File: src/nes_pkg.sv
// Shared types, constants and the microcode table of the note event sequencer.
// Depends on nothing; every other file but nes_if refers to it by scoped names.
`timescale 1ns / 1ps
package nes_pkg;

  localparam int unsigned EVENT_DEPTH  = 4096;
  localparam int unsigned MAX_PER_TICK = 64;
  localparam int unsigned PTR_W        = $clog2(EVENT_DEPTH);
  localparam int unsigned CNT_W        = $clog2(MAX_PER_TICK + 1);
  localparam int unsigned STEP_W       = 5;

  localparam logic [PTR_W-1:0] PTR_LAST = PTR_W'(EVENT_DEPTH - 1);
  localparam logic [CNT_W-1:0] CNT_MAX  = CNT_W'(MAX_PER_TICK);

  localparam logic [7:0] END_VEL   = 8'hFF;
  localparam logic [7:0] VEL_CLAMP = 8'hFE;

  localparam logic [2:0] FUNC_TICK       = 3'd0;
  localparam logic [2:0] FUNC_KEY        = 3'd1;
  localparam logic [2:0] FUNC_START_REC  = 3'd2;
  localparam logic [2:0] FUNC_END_REC    = 3'd3;
  localparam logic [2:0] FUNC_STOP       = 3'd4;
  localparam logic [2:0] FUNC_START_PLAY = 3'd5;

  localparam logic [2:0] KIND_NOTE_ON  = 3'd0;
  localparam logic [2:0] KIND_NOTE_OFF = 3'd1;
  localparam logic [2:0] KIND_WRAP     = 3'd2;
  localparam logic [2:0] KIND_FULL     = 3'd3;
  localparam logic [2:0] KIND_DROP     = 3'd4;

  typedef enum logic [1:0] {
    MODE_STOP   = 2'd0,
    MODE_RECORD = 2'd1,
    MODE_PLAY   = 2'd2
  } mode_e;

  typedef enum logic [4:0] {
    OP_NONE,
    OP_ACCEPT,
    OP_TICK_REC,
    OP_ZERO_CP,
    OP_START_REC,
    OP_STOP,
    OP_START_PLAY,
    OP_WR_END,
    OP_WR_KEY,
    OP_EMIT_FULL,
    OP_EMIT_DROP,
    OP_PLAY_INIT,
    OP_READ,
    OP_PUSH_NOTE,
    OP_CLK_INC,
    OP_FLUSH_LAST,
    OP_FLUSH_MID,
    OP_EMIT_WRAP
  } op_e;

  typedef enum logic [3:0] {
    C_NEXT,
    C_JUMP,
    C_DISPATCH,
    C_IF_DROP,
    C_IF_NOT_FULL,
    C_IF_BUDGET,
    C_IF_MISS,
    C_IF_END,
    C_IF_MATCH
  } cond_e;

  typedef struct packed {
    op_e              op;
    cond_e            cond;
    logic [STEP_W-1:0] target;
  } uword_t;

  // Status from the datapath to the sequencer
  typedef struct packed {
    logic  stall;
    logic  drop;
    logic  full;
    logic  budget;
    logic  match;
    logic  is_end;
    logic  seq_present;
    mode_e mode;
  } flags_t;

  localparam logic [STEP_W-1:0] ST_IDLE       = 5'd0;
  localparam logic [STEP_W-1:0] ST_TICK_REC   = 5'd1;
  localparam logic [STEP_W-1:0] ST_TICK_STOP  = 5'd2;
  localparam logic [STEP_W-1:0] ST_START_REC  = 5'd3;
  localparam logic [STEP_W-1:0] ST_STOP       = 5'd4;
  localparam logic [STEP_W-1:0] ST_START_PLAY = 5'd5;
  localparam logic [STEP_W-1:0] ST_END_REC    = 5'd6;
  localparam logic [STEP_W-1:0] ST_KEY        = 5'd7;
  localparam logic [STEP_W-1:0] ST_KEY_WR     = 5'd8;
  localparam logic [STEP_W-1:0] ST_KEY_CHK    = 5'd9;
  localparam logic [STEP_W-1:0] ST_KEY_END    = 5'd10;
  localparam logic [STEP_W-1:0] ST_KEY_FULL   = 5'd11;
  localparam logic [STEP_W-1:0] ST_DROP       = 5'd12;
  localparam logic [STEP_W-1:0] ST_PLAY       = 5'd13;
  localparam logic [STEP_W-1:0] ST_PLAY_RD    = 5'd14;
  localparam logic [STEP_W-1:0] ST_PLAY_EVAL  = 5'd15;
  localparam logic [STEP_W-1:0] ST_PLAY_CMP   = 5'd16;
  localparam logic [STEP_W-1:0] ST_PLAY_TYPE  = 5'd17;
  localparam logic [STEP_W-1:0] ST_PLAY_NOTE  = 5'd18;
  localparam logic [STEP_W-1:0] ST_PLAY_POST  = 5'd19;
  localparam logic [STEP_W-1:0] ST_PLAY_MISS  = 5'd20;
  localparam logic [STEP_W-1:0] ST_PLAY_FLUSH = 5'd21;
  localparam logic [STEP_W-1:0] ST_PLAY_WRAP  = 5'd22;
  localparam logic [STEP_W-1:0] ST_PLAY_WRAPO = 5'd23;

  function automatic uword_t ucode(input logic [STEP_W-1:0] step);
    uword_t w;
    w = '{op: OP_NONE, cond: C_JUMP, target: ST_IDLE};
    case (step)
      ST_IDLE:       w = '{op: OP_ACCEPT,     cond: C_DISPATCH,    target: ST_IDLE};
      ST_TICK_REC:   w = '{op: OP_TICK_REC,   cond: C_JUMP,        target: ST_IDLE};
      ST_TICK_STOP:  w = '{op: OP_ZERO_CP,    cond: C_JUMP,        target: ST_IDLE};
      ST_START_REC:  w = '{op: OP_START_REC,  cond: C_JUMP,        target: ST_IDLE};
      ST_STOP:       w = '{op: OP_STOP,       cond: C_JUMP,        target: ST_IDLE};
      ST_START_PLAY: w = '{op: OP_START_PLAY, cond: C_JUMP,        target: ST_IDLE};
      ST_END_REC:    w = '{op: OP_WR_END,     cond: C_JUMP,        target: ST_IDLE};
      ST_KEY:        w = '{op: OP_NONE,       cond: C_IF_DROP,     target: ST_DROP};
      ST_KEY_WR:     w = '{op: OP_WR_KEY,     cond: C_NEXT,        target: ST_IDLE};
      ST_KEY_CHK:    w = '{op: OP_NONE,       cond: C_IF_NOT_FULL, target: ST_IDLE};
      ST_KEY_END:    w = '{op: OP_WR_END,     cond: C_NEXT,        target: ST_IDLE};
      ST_KEY_FULL:   w = '{op: OP_EMIT_FULL,  cond: C_JUMP,        target: ST_IDLE};
      ST_DROP:       w = '{op: OP_EMIT_DROP,  cond: C_JUMP,        target: ST_IDLE};
      ST_PLAY:       w = '{op: OP_PLAY_INIT,  cond: C_NEXT,        target: ST_IDLE};
      ST_PLAY_RD:    w = '{op: OP_READ,       cond: C_NEXT,        target: ST_IDLE};
      ST_PLAY_EVAL:  w = '{op: OP_NONE,       cond: C_IF_BUDGET,   target: ST_PLAY_POST};
      ST_PLAY_CMP:   w = '{op: OP_NONE,       cond: C_IF_MISS,     target: ST_PLAY_MISS};
      ST_PLAY_TYPE:  w = '{op: OP_NONE,       cond: C_IF_END,      target: ST_PLAY_WRAP};
      ST_PLAY_NOTE:  w = '{op: OP_PUSH_NOTE,  cond: C_JUMP,        target: ST_PLAY_RD};
      ST_PLAY_POST:  w = '{op: OP_NONE,       cond: C_IF_MATCH,    target: ST_PLAY_FLUSH};
      ST_PLAY_MISS:  w = '{op: OP_CLK_INC,    cond: C_NEXT,        target: ST_IDLE};
      ST_PLAY_FLUSH: w = '{op: OP_FLUSH_LAST, cond: C_JUMP,        target: ST_IDLE};
      ST_PLAY_WRAP:  w = '{op: OP_FLUSH_MID,  cond: C_NEXT,        target: ST_IDLE};
      ST_PLAY_WRAPO: w = '{op: OP_EMIT_WRAP,  cond: C_JUMP,        target: ST_IDLE};
      default:       w = '{op: OP_NONE,       cond: C_JUMP,        target: ST_IDLE};
    endcase
    return w;
  endfunction

endpackage

File: src/nes_sequencer.sv
// Microcode sequencer: step counter, control word lookup and jump selection.
// Depends on nes_pkg for the control word format and the program table.
`timescale 1ns / 1ps
module nes_sequencer (
  input  logic            clk_i,
  input  logic            rst_ni,
  input  logic            in_valid_i,
  input  logic [2:0]      func_i,
  input  nes_pkg::flags_t flags_i,
  output nes_pkg::op_e    op_o,
  output logic            in_ready_o
);

  logic [nes_pkg::STEP_W-1:0] step_q, step_d;
  logic [nes_pkg::STEP_W-1:0] step_inc;
  logic [nes_pkg::STEP_W-1:0] disp;
  nes_pkg::uword_t            uw;

  assign uw       = nes_pkg::ucode(step_q);
  assign step_inc = step_q + nes_pkg::STEP_W'(1);
  assign op_o     = uw.op;
  assign in_ready_o = (step_q == nes_pkg::ST_IDLE);

  always_comb begin
    disp = nes_pkg::ST_IDLE;
    case (func_i)
      nes_pkg::FUNC_TICK: begin
        case (flags_i.mode)
          nes_pkg::MODE_PLAY:   disp = nes_pkg::ST_PLAY;
          nes_pkg::MODE_RECORD: disp = nes_pkg::ST_TICK_REC;
          default:              disp = nes_pkg::ST_TICK_STOP;
        endcase
      end
      nes_pkg::FUNC_KEY: begin
        if (flags_i.mode == nes_pkg::MODE_RECORD) disp = nes_pkg::ST_KEY;
      end
      nes_pkg::FUNC_START_REC: disp = nes_pkg::ST_START_REC;
      nes_pkg::FUNC_END_REC: begin
        if (flags_i.mode == nes_pkg::MODE_RECORD) disp = nes_pkg::ST_END_REC;
      end
      nes_pkg::FUNC_STOP: disp = nes_pkg::ST_STOP;
      nes_pkg::FUNC_START_PLAY: begin
        if (flags_i.seq_present) disp = nes_pkg::ST_START_PLAY;
      end
      default: disp = nes_pkg::ST_IDLE;
    endcase
  end

  always_comb begin
    step_d = step_q;
    if (!flags_i.stall) begin
      case (uw.cond)
        nes_pkg::C_NEXT:        step_d = step_inc;
        nes_pkg::C_JUMP:        step_d = uw.target;
        nes_pkg::C_DISPATCH:    step_d = in_valid_i ? disp : nes_pkg::ST_IDLE;
        nes_pkg::C_IF_DROP:     step_d = flags_i.drop ? uw.target : step_inc;
        nes_pkg::C_IF_NOT_FULL: step_d = !flags_i.full ? uw.target : step_inc;
        nes_pkg::C_IF_BUDGET:   step_d = flags_i.budget ? uw.target : step_inc;
        nes_pkg::C_IF_MISS:     step_d = !flags_i.match ? uw.target : step_inc;
        nes_pkg::C_IF_END:      step_d = flags_i.is_end ? uw.target : step_inc;
        nes_pkg::C_IF_MATCH:    step_d = flags_i.match ? uw.target : step_inc;
        default:                step_d = nes_pkg::ST_IDLE;
      endcase
    end
  end

  always_ff @(posedge clk_i or negedge rst_ni) begin
    if (!rst_ni) begin
      step_q <= nes_pkg::ST_IDLE;
    end else begin
      step_q <= step_d;
    end
  end

endmodule

File: config.mk
export PLATFORM = sky130hd
export DESIGN_NAME = nes_sequencer
export DESIGN_NICKNAME = d
export VERILOG_FILES = /design/src/nes_pkg.sv /design/src/nes_sequencer.sv
export SDC_FILE = /design/constraint.sdc
export NUM_CORES = 1
export LEC_CHECK = 0
export BUFFER_PORTS_ARGS = -buffer_cell sky130_fd_sc_hd__buf_4
export CAP_MARGIN = 20
export CORE_ASPECT_RATIO = 1.25
export CORE_UTILIZATION = 48
export CTS_BUF_LIST = sky130_fd_sc_hd__clkbuf_16
export DETAILED_ROUTE_END_ITERATION = 8
export PLACE_DENSITY = 0.67
export SYNTH_ARGS = -nofsm -noshare
export SYNTH_HDL_FRONTEND = slang
export SYNTH_SLANG_ARGS = --single-unit
File: constraint.sdc
create_clock -name clk_i -period 6.44 [get_ports clk_i]
set_input_delay 1.288 -clock clk_i [delete_from_list [all_inputs] [get_ports clk_i]]
set_output_delay 1.288 -clock clk_i [all_outputs]
set_load 0.02 [all_outputs]
==> summary.txt <==
Outcome
  – Status: completed

Floorplanning
  – Die Span Y: 61.3 um
  – Effective utilization at floorplan: 50.4%
  – Row cnt: 21
  – Core Region: 2680 sq um
  – Die W: 49.5 um
  – Number of placed I/O pins: 21
  – Die Area: 3030 sq um

Logic synthesis
  – Synth Area per Inst: 6.86 sq um
  – Area leader, netlist: dfrtp_1
  – EDFF count, synth: 0
  – Top cells by area, synth: dfrtp_1 (9.3%), ha_1 (8.3%), nand2_1 (5.0%)
  – Synth cell count leaders: nand2_1 (18), nor2_1 (18), inv_1 (12)
  – Netlist cell types: 57
  – Cells after synthesis: 197
  – YS warnings: 0
  – Synth top area share: 9.26%
  – Asr flop ratio synth: 100%
  – Mapped Nets: 221
  – Post-synth top flop: dfrtp_1
  – Seq cells post-synth: 5
  – Mapped Area: 1350 sq um
  – Post-synthesis sequential area ratio: 9.26%

Timing
  – Final Slew Violations: 0
  – Fin. Hold Viols: 0
  – RSZ-0062 raised after global routing: false
  – Final period util: 53.1%
  – Setup TNS: 0 ns
  – Final setup violation count: 0
  – Fmax achieved: 293 MHz
  – Rel. slew slack: 44.6%
  – Minimum clock period: 3.42 ns
  – Worst-margin pin slew: 0.831 ns
  – Skew final: 0.00102 ns

Clock tree
  – CTS Buf Count: 3
  – Buffers inserted by post-CTS timing repair: 0
  – CTS tree: done
  – Root buf cell: clkbuf_16
  – Hold_buf cts: 0
  – Reg clk slew, reported paths: 0.03 ns
  – # resized after CTS: 0
  – Clk_lat worst skew: 0.22 ns
  – CTS Buffer Depth: 2
  – H-Tree Depth: 1
  – Clock sink count: 5

Global routing
  – All-Layer GR Usage: 28.9%
  – Vias in the first global route: 1467
  – First-pass GRT wire length: 6.67 mm
  – Antenna violations before repair: 0
  – Largest net degree at the start of global routing: 28
  – GRT Residual Overflow: 0

Worst setup path
  – CP required: 5.15 ns
  – Worst setup SP type: flip-flop
  – Crit path max fanout: 9
  – Worst setup path class: flip-flop to primary output
  – Crit path capture type: primary output
  – Data arrival, critical path: 2.13 ns

Routing
  – DR pass1 iterations: 4
  – Post-route antenna net violation count: 0
  – Via Count: 1602
  – DRC Markers: 0
  – Post-Route WL: 4.14 mm
  – Vias/cell: 6.57
  – Drt wl/cell: 17.0 um
  – Detailed Route Iter0 Violations: 62

Finish
  – # diodes: 0
  – Largest register FFs: 5
  – Area growth syn-to-layout: 16.2%
  – Top reg by flops: step_q
  – Layout cells sized above 1: 14.8%
  – NumNets Final: 235
  – Final Cell Area: 1570 sq um
  – Final design utilization: 58.6%
  – Largest registers: step_q: 5 flops

Power and ir drop
  – PD cells: 313 nW/um^2
  – P_leak: 0.633 nW
  – Design Power: 0.000492 W
  – Peak supply drop: 0.000280 V

Place
  – RD Place Congestion: 0.951
  – Placed Area: 1490 sq um
  – DP Wirelength: 3.14 mm
  – Buffers added on ports: 20

Worst hold path
  – Worst hold path class: flip-flop to flip-flop

Job
  – # Max-Cap Violations: 0
layer usage:
metal	GRT usage (%)	vias to the layer above	wire length, um
li1	-	779	-
met2	52.1	72	2130
met3	4.20	4	245
met4	13.5	0	42
met1	34.5	747	1720
met5	0	-	0
layout make-up:
class	instances	area, sq um
Inverter	12	45.0
Multi-Input combinational cell	169	1130
Fill cell	262	1110
Tap cell	34	42.5
Sequential cell	5	125
Clock buffer	3	75.1
Clock inverter	1	3.75
Timing Repair Buffer	20	150
path summary, 6_finish.rpt:
kind | to | slack [ns] | cells after the start | from
worst max-delay path | op_o[1] | 3.02 | 6 | step_q[0]$_DFFE_PN0N_
worst min-delay path | step_q[1]$_DFFE_PN0N_ | 0.79 | 2 | step_q[1]$_DFFE_PN0N_
worst max register to register | step_q[2]$_DFFE_PN0N_ | 3.45 | 6 | step_q[4]$_DFFE_PN0N_
worst min register to register | step_q[1]$_DFFE_PN0N_ | 0.79 | 2 | step_q[1]$_DFFE_PN0N_
max in group asynchronous | step_q[3]$_DFFE_PN0N_ | 5.48 | 1 | rst_ni
min in group asynchronous | step_q[1]$_DFFE_PN0N_ | 0.86 | 1 | rst_ni
layout by cell type (no fill, tap or decap), types with 3 or more instances in the layout:
cell type / instances
dfrtp_1: 5
nand2_1: 18
clkbuf_16: 3
nor2_1: 18
a21oi_1: 10
o22ai_1: 3
nor2b_1: 8
a31oi_1: 7
nand3b_1: 3
nand2b_1: 6
or3_1: 3
o21ai_0: 10
and2_1: 3
nor3_1: 7
a211oi_1: 4
buf_4: 20
nand4_1: 5
o31ai_1: 4
ha_1: 9
inv_1: 13
nand3_1: 6
stage by stage:
step / hold slack, ns / setup WS, ns / cells
5_1_grt: 0.837 / 2.86 / 244
6_report: 0.794 / 3.02 / 244
2_1_floorplan: 0.606 / 3.49 / 197
3_3_place_gp: 0.719 / 3.29 / 240
3_5_place_dp: 0.732 / 3.28 / 240
4_1_cts: 0.797 / 3.03 / 244
worst max-delay path, cell delays in order (launching register included):
cell     delay, ns
dfrtp_1       0.55
inv_1         0.23
ha_1          0.48
nor2b_1       0.19
a31oi_1       0.17
o21ai_0       0.09
buf_4         0.19
logic make-up (layout without fill, tap and decap cells):
logic type	after synthesis	after routing	share of synthesized area [%]
AO/OA/AOI/OAI	67	67	36.1
multiplexers	3	3	2.31
adder cells (fa/ha/maj)	9	9	8.33
buffers and inverters	23	36	7.22
XOR/XNOR	1	1	0.648
AND/OR/NAND/NOR	89	89	36.1
flip-flops	5	5	9.26
power by group:
part | leakage [nW] | internal [W] | switching (W)
logic | 0.524 | 0.000128 | 0.000181
registers | 0.0668 | 0.0000393 | 0.0000449
clock network | 0.0423 | 0.0000802 | 0.0000186
Power figures use the tool's default switching activity.
