$ cat src/nes_pkg.sv
// Shared types, constants and the microcode table of the note event sequencer.
// Depends on nothing; every other file but nes_if refers to it by scoped names.
`timescale 1ns / 1ps
package nes_pkg;

  localparam int unsigned EVENT_DEPTH  = 4096;
  localparam int unsigned MAX_PER_TICK = 64;
  localparam int unsigned PTR_W        = $clog2(EVENT_DEPTH);
  localparam int unsigned CNT_W        = $clog2(MAX_PER_TICK + 1);
  localparam int unsigned STEP_W       = 5;

  localparam logic [PTR_W-1:0] PTR_LAST = PTR_W'(EVENT_DEPTH - 1);
  localparam logic [CNT_W-1:0] CNT_MAX  = CNT_W'(MAX_PER_TICK);

  localparam logic [7:0] END_VEL   = 8'hFF;
  localparam logic [7:0] VEL_CLAMP = 8'hFE;

  localparam logic [2:0] FUNC_TICK       = 3'd0;
  localparam logic [2:0] FUNC_KEY        = 3'd1;
  localparam logic [2:0] FUNC_START_REC  = 3'd2;
  localparam logic [2:0] FUNC_END_REC    = 3'd3;
  localparam logic [2:0] FUNC_STOP       = 3'd4;
  localparam logic [2:0] FUNC_START_PLAY = 3'd5;

  localparam logic [2:0] KIND_NOTE_ON  = 3'd0;
  localparam logic [2:0] KIND_NOTE_OFF = 3'd1;
  localparam logic [2:0] KIND_WRAP     = 3'd2;
  localparam logic [2:0] KIND_FULL     = 3'd3;
  localparam logic [2:0] KIND_DROP     = 3'd4;

  typedef enum logic [1:0] {
    MODE_STOP   = 2'd0,
    MODE_RECORD = 2'd1,
    MODE_PLAY   = 2'd2
  } mode_e;

  typedef enum logic [4:0] {
    OP_NONE,
    OP_ACCEPT,
    OP_TICK_REC,
    OP_ZERO_CP,
    OP_START_REC,
    OP_STOP,
    OP_START_PLAY,
    OP_WR_END,
    OP_WR_KEY,
    OP_EMIT_FULL,
    OP_EMIT_DROP,
    OP_PLAY_INIT,
    OP_READ,
    OP_PUSH_NOTE,
    OP_CLK_INC,
    OP_FLUSH_LAST,
    OP_FLUSH_MID,
    OP_EMIT_WRAP
  } op_e;

  typedef enum logic [3:0] {
    C_NEXT,
    C_JUMP,
    C_DISPATCH,
    C_IF_DROP,
    C_IF_NOT_FULL,
    C_IF_BUDGET,
    C_IF_MISS,
    C_IF_END,
    C_IF_MATCH
  } cond_e;

  typedef struct packed {
    op_e              op;
    cond_e            cond;
    logic [STEP_W-1:0] target;
  } uword_t;

  // Status from the datapath to the sequencer
  typedef struct packed {
    logic  stall;
    logic  drop;
    logic  full;
    logic  budget;
    logic  match;
    logic  is_end;
    logic  seq_present;
    mode_e mode;
  } flags_t;

  localparam logic [STEP_W-1:0] ST_IDLE       = 5'd0;
  localparam logic [STEP_W-1:0] ST_TICK_REC   = 5'd1;
  localparam logic [STEP_W-1:0] ST_TICK_STOP  = 5'd2;
  localparam logic [STEP_W-1:0] ST_START_REC  = 5'd3;
  localparam logic [STEP_W-1:0] ST_STOP       = 5'd4;
  localparam logic [STEP_W-1:0] ST_START_PLAY = 5'd5;
  localparam logic [STEP_W-1:0] ST_END_REC    = 5'd6;
  localparam logic [STEP_W-1:0] ST_KEY        = 5'd7;
  localparam logic [STEP_W-1:0] ST_KEY_WR     = 5'd8;
  localparam logic [STEP_W-1:0] ST_KEY_CHK    = 5'd9;
  localparam logic [STEP_W-1:0] ST_KEY_END    = 5'd10;
  localparam logic [STEP_W-1:0] ST_KEY_FULL   = 5'd11;
  localparam logic [STEP_W-1:0] ST_DROP       = 5'd12;
  localparam logic [STEP_W-1:0] ST_PLAY       = 5'd13;
  localparam logic [STEP_W-1:0] ST_PLAY_RD    = 5'd14;
  localparam logic [STEP_W-1:0] ST_PLAY_EVAL  = 5'd15;
  localparam logic [STEP_W-1:0] ST_PLAY_CMP   = 5'd16;
  localparam logic [STEP_W-1:0] ST_PLAY_TYPE  = 5'd17;
  localparam logic [STEP_W-1:0] ST_PLAY_NOTE  = 5'd18;
  localparam logic [STEP_W-1:0] ST_PLAY_POST  = 5'd19;
  localparam logic [STEP_W-1:0] ST_PLAY_MISS  = 5'd20;
  localparam logic [STEP_W-1:0] ST_PLAY_FLUSH = 5'd21;
  localparam logic [STEP_W-1:0] ST_PLAY_WRAP  = 5'd22;
  localparam logic [STEP_W-1:0] ST_PLAY_WRAPO = 5'd23;

  function automatic uword_t ucode(input logic [STEP_W-1:0] step);
    uword_t w;
    w = '{op: OP_NONE, cond: C_JUMP, target: ST_IDLE};
    case (step)
      ST_IDLE:       w = '{op: OP_ACCEPT,     cond: C_DISPATCH,    target: ST_IDLE};
      ST_TICK_REC:   w = '{op: OP_TICK_REC,   cond: C_JUMP,        target: ST_IDLE};
      ST_TICK_STOP:  w = '{op: OP_ZERO_CP,    cond: C_JUMP,        target: ST_IDLE};
      ST_START_REC:  w = '{op: OP_START_REC,  cond: C_JUMP,        target: ST_IDLE};
      ST_STOP:       w = '{op: OP_STOP,       cond: C_JUMP,        target: ST_IDLE};
      ST_START_PLAY: w = '{op: OP_START_PLAY, cond: C_JUMP,        target: ST_IDLE};
      ST_END_REC:    w = '{op: OP_WR_END,     cond: C_JUMP,        target: ST_IDLE};
      ST_KEY:        w = '{op: OP_NONE,       cond: C_IF_DROP,     target: ST_DROP};
      ST_KEY_WR:     w = '{op: OP_WR_KEY,     cond: C_NEXT,        target: ST_IDLE};
      ST_KEY_CHK:    w = '{op: OP_NONE,       cond: C_IF_NOT_FULL, target: ST_IDLE};
      ST_KEY_END:    w = '{op: OP_WR_END,     cond: C_NEXT,        target: ST_IDLE};
      ST_KEY_FULL:   w = '{op: OP_EMIT_FULL,  cond: C_JUMP,        target: ST_IDLE};
      ST_DROP:       w = '{op: OP_EMIT_DROP,  cond: C_JUMP,        target: ST_IDLE};
      ST_PLAY:       w = '{op: OP_PLAY_INIT,  cond: C_NEXT,        target: ST_IDLE};
      ST_PLAY_RD:    w = '{op: OP_READ,       cond: C_NEXT,        target: ST_IDLE};
      ST_PLAY_EVAL:  w = '{op: OP_NONE,       cond: C_IF_BUDGET,   target: ST_PLAY_POST};
      ST_PLAY_CMP:   w = '{op: OP_NONE,       cond: C_IF_MISS,     target: ST_PLAY_MISS};
      ST_PLAY_TYPE:  w = '{op: OP_NONE,       cond: C_IF_END,      target: ST_PLAY_WRAP};
      ST_PLAY_NOTE:  w = '{op: OP_PUSH_NOTE,  cond: C_JUMP,        target: ST_PLAY_RD};
      ST_PLAY_POST:  w = '{op: OP_NONE,       cond: C_IF_MATCH,    target: ST_PLAY_FLUSH};
      ST_PLAY_MISS:  w = '{op: OP_CLK_INC,    cond: C_NEXT,        target: ST_IDLE};
      ST_PLAY_FLUSH: w = '{op: OP_FLUSH_LAST, cond: C_JUMP,        target: ST_IDLE};
      ST_PLAY_WRAP:  w = '{op: OP_FLUSH_MID,  cond: C_NEXT,        target: ST_IDLE};
      ST_PLAY_WRAPO: w = '{op: OP_EMIT_WRAP,  cond: C_JUMP,        target: ST_IDLE};
      default:       w = '{op: OP_NONE,       cond: C_JUMP,        target: ST_IDLE};
    endcase
    return w;
  endfunction

endpackage

$ cat src/nes_datapath.sv
// Datapath: mode, tick clock, event pointer, counters, pending result and
// output register, driven by one microcode op per cycle. Depends on nes_pkg.
`timescale 1ns / 1ps
module nes_datapath (
  input  logic                      clk_i,
  input  logic                      rst_ni,
  input  nes_pkg::op_e              op_i,
  input  logic                      in_valid_i,
  input  logic [6:0]                note_i,
  input  logic                      note_on_i,
  input  logic [7:0]                velocity_i,
  output nes_pkg::flags_t           flags_o,
  output logic                      mem_we_o,
  output logic                      mem_re_o,
  output logic [nes_pkg::PTR_W-1:0] mem_addr_o,
  output logic [31:0]               mem_wdata_o,
  input  logic [31:0]               mem_rdata_i,
  output logic                      out_valid_o,
  input  logic                      out_ready_i,
  output logic [2:0]                kind_o,
  output logic [6:0]                out_note_o,
  output logic [7:0]                out_velocity_o,
  output logic                      last_o
);

  nes_pkg::mode_e             mode_q, mode_d;
  logic [15:0]                clock_q, clock_d;
  logic [nes_pkg::PTR_W-1:0]  ptr_q, ptr_d;
  logic [nes_pkg::CNT_W-1:0]  stc_q, stc_d;
  logic [nes_pkg::CNT_W-1:0]  cnt_q, cnt_d;
  logic                       seq_q, seq_d;
  logic                       pend_v_q, pend_v_d;
  logic [2:0]                 pend_kind_q;
  logic [6:0]                 pend_note_q;
  logic [7:0]                 pend_vel_q;
  logic [6:0]                 key_note_q;
  logic                       key_on_q;
  logic [7:0]                 key_vel_q;
  logic                       out_valid_q;
  logic [2:0]                 out_kind_q;
  logic [6:0]                 out_note_q;
  logic [7:0]                 out_vel_q;
  logic                       out_last_q;

  logic                       req;
  logic [2:0]                 req_kind;
  logic [6:0]                 req_note;
  logic [7:0]                 req_vel;
  logic                       req_last;
  logic                       out_free;
  logic                       stall;
  logic [7:0]                 vel_clamped;

  assign out_free    = !out_valid_q || out_ready_i;
  assign stall       = req && !out_free;
  assign vel_clamped = (key_vel_q == nes_pkg::END_VEL) ? nes_pkg::VEL_CLAMP : key_vel_q;

  always_comb begin
    req      = 1'b0;
    req_kind = pend_kind_q;
    req_note = pend_note_q;
    req_vel  = pend_vel_q;
    req_last = 1'b0;
    case (op_i)
      nes_pkg::OP_EMIT_FULL: begin
        req = 1'b1; req_kind = nes_pkg::KIND_FULL;
        req_note = '0; req_vel = '0; req_last = 1'b1;
      end
      nes_pkg::OP_EMIT_DROP: begin
        req = 1'b1; req_kind = nes_pkg::KIND_DROP;
        req_note = '0; req_vel = '0; req_last = 1'b1;
      end
      nes_pkg::OP_EMIT_WRAP: begin
        req = 1'b1; req_kind = nes_pkg::KIND_WRAP;
        req_note = '0; req_vel = '0; req_last = 1'b1;
      end
      nes_pkg::OP_PUSH_NOTE: req = pend_v_q;
      nes_pkg::OP_FLUSH_MID: req = pend_v_q;
      nes_pkg::OP_FLUSH_LAST: begin
        req = pend_v_q; req_last = 1'b1;
      end
      default: req = 1'b0;
    endcase
  end

  always_comb begin
    mode_d      = mode_q;
    clock_d     = clock_q;
    ptr_d       = ptr_q;
    stc_d       = stc_q;
    cnt_d       = cnt_q;
    seq_d       = seq_q;
    pend_v_d    = pend_v_q;
    mem_we_o    = 1'b0;
    mem_re_o    = 1'b0;
    mem_wdata_o = {clock_q, 1'b0, 7'd0, nes_pkg::END_VEL};
    case (op_i)
      nes_pkg::OP_TICK_REC: begin
        clock_d = clock_q + 16'd1;
        stc_d   = '0;
      end
      nes_pkg::OP_ZERO_CP: begin
        clock_d = '0;
        ptr_d   = '0;
      end
      nes_pkg::OP_START_REC: begin
        mode_d = nes_pkg::MODE_RECORD;
        clock_d = '0; ptr_d = '0; stc_d = '0; seq_d = 1'b0;
      end
      nes_pkg::OP_STOP: begin
        mode_d = nes_pkg::MODE_STOP;
        clock_d = '0; ptr_d = '0; stc_d = '0;
      end
      nes_pkg::OP_START_PLAY: begin
        mode_d = nes_pkg::MODE_PLAY;
        clock_d = '0; ptr_d = '0; stc_d = '0;
      end
      nes_pkg::OP_WR_END: begin
        mem_we_o = 1'b1;
        seq_d = 1'b1; mode_d = nes_pkg::MODE_STOP;
        clock_d = '0; ptr_d = '0; stc_d = '0;
      end
      nes_pkg::OP_WR_KEY: begin
        mem_we_o    = 1'b1;
        mem_wdata_o = {clock_q, key_on_q, key_note_q, vel_clamped};
        stc_d       = stc_q + nes_pkg::CNT_W'(1);
        // saturate so the end marker lands on the last entry
        ptr_d = (ptr_q == nes_pkg::PTR_LAST) ? ptr_q : ptr_q + nes_pkg::PTR_W'(1);
      end
      nes_pkg::OP_PLAY_INIT: begin
        cnt_d    = '0;
        pend_v_d = 1'b0;
      end
      nes_pkg::OP_READ: mem_re_o = 1'b1;
      nes_pkg::OP_PUSH_NOTE: begin
        if (!stall) begin
          pend_v_d = 1'b1;
          cnt_d    = cnt_q + nes_pkg::CNT_W'(1);
          ptr_d    = ptr_q + nes_pkg::PTR_W'(1);
        end
      end
      nes_pkg::OP_CLK_INC: clock_d = clock_q + 16'd1;
      nes_pkg::OP_FLUSH_MID, nes_pkg::OP_FLUSH_LAST: begin
        if (!stall) pend_v_d = 1'b0;
      end
      nes_pkg::OP_EMIT_WRAP: begin
        if (!stall) begin
          clock_d = '0;
          ptr_d   = '0;
        end
      end
      default: mode_d = mode_q;
    endcase
  end

  always_ff @(posedge clk_i or negedge rst_ni) begin
    if (!rst_ni) begin
      mode_q      <= nes_pkg::MODE_STOP;
      clock_q     <= '0;
      ptr_q       <= '0;
      stc_q       <= '0;
      cnt_q       <= '0;
      seq_q       <= 1'b0;
      pend_v_q    <= 1'b0;
      out_valid_q <= 1'b0;
    end else begin
      mode_q   <= mode_d;
      clock_q  <= clock_d;
      ptr_q    <= ptr_d;
      stc_q    <= stc_d;
      cnt_q    <= cnt_d;
      seq_q    <= seq_d;
      pend_v_q <= pend_v_d;
      if (req && out_free) begin
        out_valid_q <= 1'b1;
      end else if (out_ready_i) begin
        out_valid_q <= 1'b0;
      end
    end
  end

  always_ff @(posedge clk_i) begin
    if (op_i == nes_pkg::OP_ACCEPT && in_valid_i) begin
      key_note_q <= note_i;
      key_on_q   <= note_on_i;
      key_vel_q  <= velocity_i;
    end
    if (op_i == nes_pkg::OP_PUSH_NOTE && !stall) begin
      pend_kind_q <= mem_rdata_i[15] ? nes_pkg::KIND_NOTE_ON : nes_pkg::KIND_NOTE_OFF;
      pend_note_q <= mem_rdata_i[14:8];
      pend_vel_q  <= mem_rdata_i[7:0];
    end
    if (req && out_free) begin
      out_kind_q <= req_kind;
      out_note_q <= req_note;
      out_vel_q  <= req_vel;
      out_last_q <= req_last;
    end
  end

  assign mem_addr_o = ptr_q;

  assign flags_o.stall       = stall;
  assign flags_o.drop        = (stc_q >= nes_pkg::CNT_MAX);
  assign flags_o.full        = (ptr_q == nes_pkg::PTR_LAST);
  assign flags_o.budget      = (cnt_q >= nes_pkg::CNT_MAX);
  assign flags_o.match       = (mem_rdata_i[31:16] == clock_q);
  assign flags_o.is_end      = (mem_rdata_i[7:0] == nes_pkg::END_VEL);
  assign flags_o.seq_present = seq_q;
  assign flags_o.mode        = mode_q;

  assign out_valid_o    = out_valid_q;
  assign kind_o         = out_kind_q;
  assign out_note_o     = out_note_q;
  assign out_velocity_o = out_vel_q;
  assign last_o         = out_last_q;

endmodule

$ cat config.mk
export PLATFORM = sky130hd
export DESIGN_NAME = nes_datapath
export DESIGN_NICKNAME = d
export VERILOG_FILES = /design/src/nes_pkg.sv /design/src/nes_datapath.sv
export SDC_FILE = /design/constraint.sdc
export NUM_CORES = 1
export LEC_CHECK = 0
export BUFFER_PORTS_ARGS = -buffer_cell sky130_fd_sc_hd__clkbuf_2
export CAP_MARGIN = 5
export CELL_PAD_IN_SITES_DETAIL_PLACEMENT = 0
export CELL_PAD_IN_SITES_GLOBAL_PLACEMENT = 2
export CORE_AREA = 5 5 134 136
export DETAILED_ROUTE_END_ITERATION = 8
export DIE_AREA = 0 0 139 141
export GPL_TIMING_DRIVEN = 0
export PLACE_DENSITY_LB_ADDON = 0.1
export SYNTH_ARGS = -nofsm -noshare
export SYNTH_HDL_FRONTEND = slang
export SYNTH_SLANG_ARGS = --single-unit
$ cat constraint.sdc
create_clock -name clk_i -period 2.2 [get_ports clk_i]
set_input_delay 0.22 -clock clk_i [delete_from_list [all_inputs] [get_ports clk_i]]
set_output_delay 0.22 -clock clk_i [all_outputs]
set_load 0.05 [all_outputs]
==> impl_results.md <==
- Status: complete, no violations
- Critical path startpoint category: register
- Clock power frac: 0.388
- Synth cell count leaders: edfxtp_1, dfrtp_1, o21ai_0
- Cell count of the worst reg-to-reg path: 4
- Full die area: 0.0196 mm^2
- Antenna Diode Count: 0
- Wirelength per Cell: 16.4 um
- Hold Startpoint: mem_rdata_i[11]
- Synth Area in Simple Gates: 0.218
- M1 GR Usage: 0.178
- Worst-margin pin slew: slightly below 1000 ps
- Area growth, synth to finish: 28.2%
- ANT nets after route: 0
- Sink Count: 98
- Global-route usage over all layers: 0.140
- R2r startpoint: pend_v_q$_DFFE_PN0P_
- Leakage: 2.55 nW
- Period minus WS final: about 2000 ps
- Worst Path Max Fanout: 19
- Post-synthesis mux area share: 0.0150
- GRT Max-Usage Layer: met2
- Die Wd: 139 um
- Worst vdd ir: 0.357 mV
- Share of cells above drive strength 1: 0.309
- Synthesized cell area: 0.00485 mm^2
- Core ar.: roughly 0.017 mm^2
- Initial core utilization: 0.288
- Peak Freq: 486 MHz
- Hold depth: 1
- Max-slew violations: 0
- R2R Setup Slk: 140 ps
- Worst Hold Class: input pin to register
- Clock Path Buffers: 2
- Area contributors post-synth: edfxtp_1, dfrtp_1, xnor2_1
- Post-route DRC: 0
- Mean number of vias per cell: 4.84
- Clock Latency Late Sink: around 360 ps
- Sequential power share: 0.490
- Ys flop type: edfxtp_1
- RR Endpoint: out_note_o[4]$_SDFFCE_PP0P_
- Largest net degree at the start of global routing: 26
- TritonRoute pass-1 iters: 4
- Comb pwr share: 0.122
- Die height: 141 um
- Fin Clk Skew: 11.7 ps
- Syn Nets: 514
- Mapped Cells: 451
- RSZ-0062 raised after global routing: true
- Inserted Clock Buffers: 9
- Total number of vias: 3989
- NetSw: between 1 and 1.5 mW
- Final estimated routing congestion in global placement: roughly 0.77
- CTS tree: built
- DRT Wirelength: ~14000 um
- Slew HR: 0.348
- Worst-path clk slew: 80 ps
- Yosys cell types: 51
- Leading area contributor after synthesis: edfxtp_1
- Site Rows: 48
- Top cell type's share of synthesized area: 0.316
- Most common cell in the netlist: edfxtp_1
- Post-Synth XOR/XNOR Area: 0.0361
- Clk root buf: clkbuf_16
- Met2 Usage GRT: 0.233
- Internal Power: roughly 3 mW
- Flops & latches, synth: 98
- Max cap viols: 0
- Sw frac: 0.288
- Arr. time, crit path: 2030 ps
- Worst setup EP type: register
- First-pass GRT wire length: 21900 um
- Design Power: 4.17 mW
- Number of synthesized flops with an enable pin: 51
- Ports: 132
- Tcrit/Tclk final: 0.935
- Hold EP: pend_note_q[3]$_DFFE_PP_
- Input/output buffers: 130
- Worst hold slack: between 30 and 40 ps
- Initial DRC count: 182
- H-tree levels: 3
- Syn_area_per_cell: ~11 um^2
- Post-synthesis compound-gate area fraction: 0.121
- Synth Area in Adders: 0.0155
- Yosys Warn Count: 0
- Antenna violations before repair: 0
- Seq/Total Area, Yosys: 0.559
- Nets: 657
- Vias in the first global route: 4129
- Met3 Track Usage GR: 0.0278
- CP Class: register to register
- GR Overflow Total: 0
- Setup Viol. Count Final: 0
- Hold Fails Final Rpt: 0
- Largest family of logic cells by synthesized area: simple AND/OR/NAND/NOR gates
- WP data required: 2170 ps
- Share of flip-flops with an asynchronous set or reset: 0.480
- Final HPWL DP: slightly above 10000 um
- Power Dens Cells: roughly 670 mW/mm^2
==> layout make-up <==
class | instances | area (um^2)
repair buffers | 132 | 683
plain buffers | 23 | 128
fillers | 1755 | 10600
clock inverters | 7 | 78.8
inverters | 15 | 60.1
clock buffers | 9 | 225
flip-flops and latches | 98 | 2720
well taps | 225 | 282
multi-input cells | 315 | 2040
==> power groups by stage <==
stage                     combinational, mW  sequential [mW]  clock, mW
after floorplan                       0.215             2.18          0
after global placement                0.504             2.08          0
after detailed placement              0.514             2.08          0
after CTS                             0.517             2.04       1.68
after global routing                  0.555             2.05       1.74
final                                 0.509             2.04       1.62
==> routing by layer <==
metal	up-vias	part of all wire
met5	-	0
met4	0	0.021
met3	16	0.033
met2	70	0.49
met1	1952	0.46
li1	1951	-
==> metrics by stage <==
stage               instance area [um^2]  setup WS [ps]  setup TNS [ps]   util  std cells
floorplan                           4930           -167           -1710      -        451
global placement                    5860           -333           -9520  0.348        806
detailed placement                  5880           -315           -9400  0.350        807
CTS                                 6200           45.5               0  0.369        824
global route                        6210          -5.29           -23.9  0.369        824
finish                              6210            143               0  0.369        824
==> critical path, cell delays in order (launching register included) <==
cell and delay, ps:
dfrtp_1 400, nor4bb_1 230, a211oi_1 70, o21a_1 220, nor2_2 750
==> state kept, by name, indices dropped and copies added (netlist names), 2 cells and up <==
name / count
clock_q: 16
mem_addr_o: 12
key_vel_q: 8
out_velocity_o: 8
pend_vel_q: 8
cnt_q: 7
key_note_q: 7
out_note_o: 7
pend_note_q: 7
stc_q: 7
kind_o: 3
mode_q: 2
==> layout by cell type (no fill, tap or decap), drive strengths merged, types with 19 or more instances in the layout <==
master  count
o21ai      33
edfxtp     51
nor2       25
nor2b      20
nand3      24
a21oi      30
dfrtp      47
clkbuf    154
nand2      26
nand4      20
xnor2      19
==> cells by family after synthesis <==
logic type | after synthesis
AOI/OAI and AO/OA | 98
xor gates and xnor gates | 20
DFF | 98
muxes | 7
adders and majority gates | 6
and+or+nand+nor | 184
buffers and inverters | 38
==> timing repair <==
action,in CTS,in global routing
hold buffers,1,0
setup endpoints to repair,2,25
endpoints found under the hold margin,24,0
resized for setup,1,6
buffers inserted,0,0
==> worst max-delay path by stage <==
stage | from | endpoint | slack, ps | cells after the start
floorplan | mem_addr_o[0]$_DFFE_PN0P_ | mem_addr_o[0]$_DFFE_PN0P_ | -170 | 7
global placement | op_i[3] | out_note_o[1]$_SDFFCE_PP0P_ | -330 | 6
detailed placement | op_i[3] | out_note_o[3]$_SDFFCE_PP0P_ | -310 | 6
CTS | clock_q[13]$_DFFE_PN0P_ | flags_o[4] | 50 | 4
global route | op_i[3] | kind_o[1]$_DFFE_PP_ | -5 | 6
finish | pend_v_q$_DFFE_PN0P_ | out_note_o[4]$_SDFFCE_PP0P_ | 140 | 4
Power figures use the tool's default switching activity.
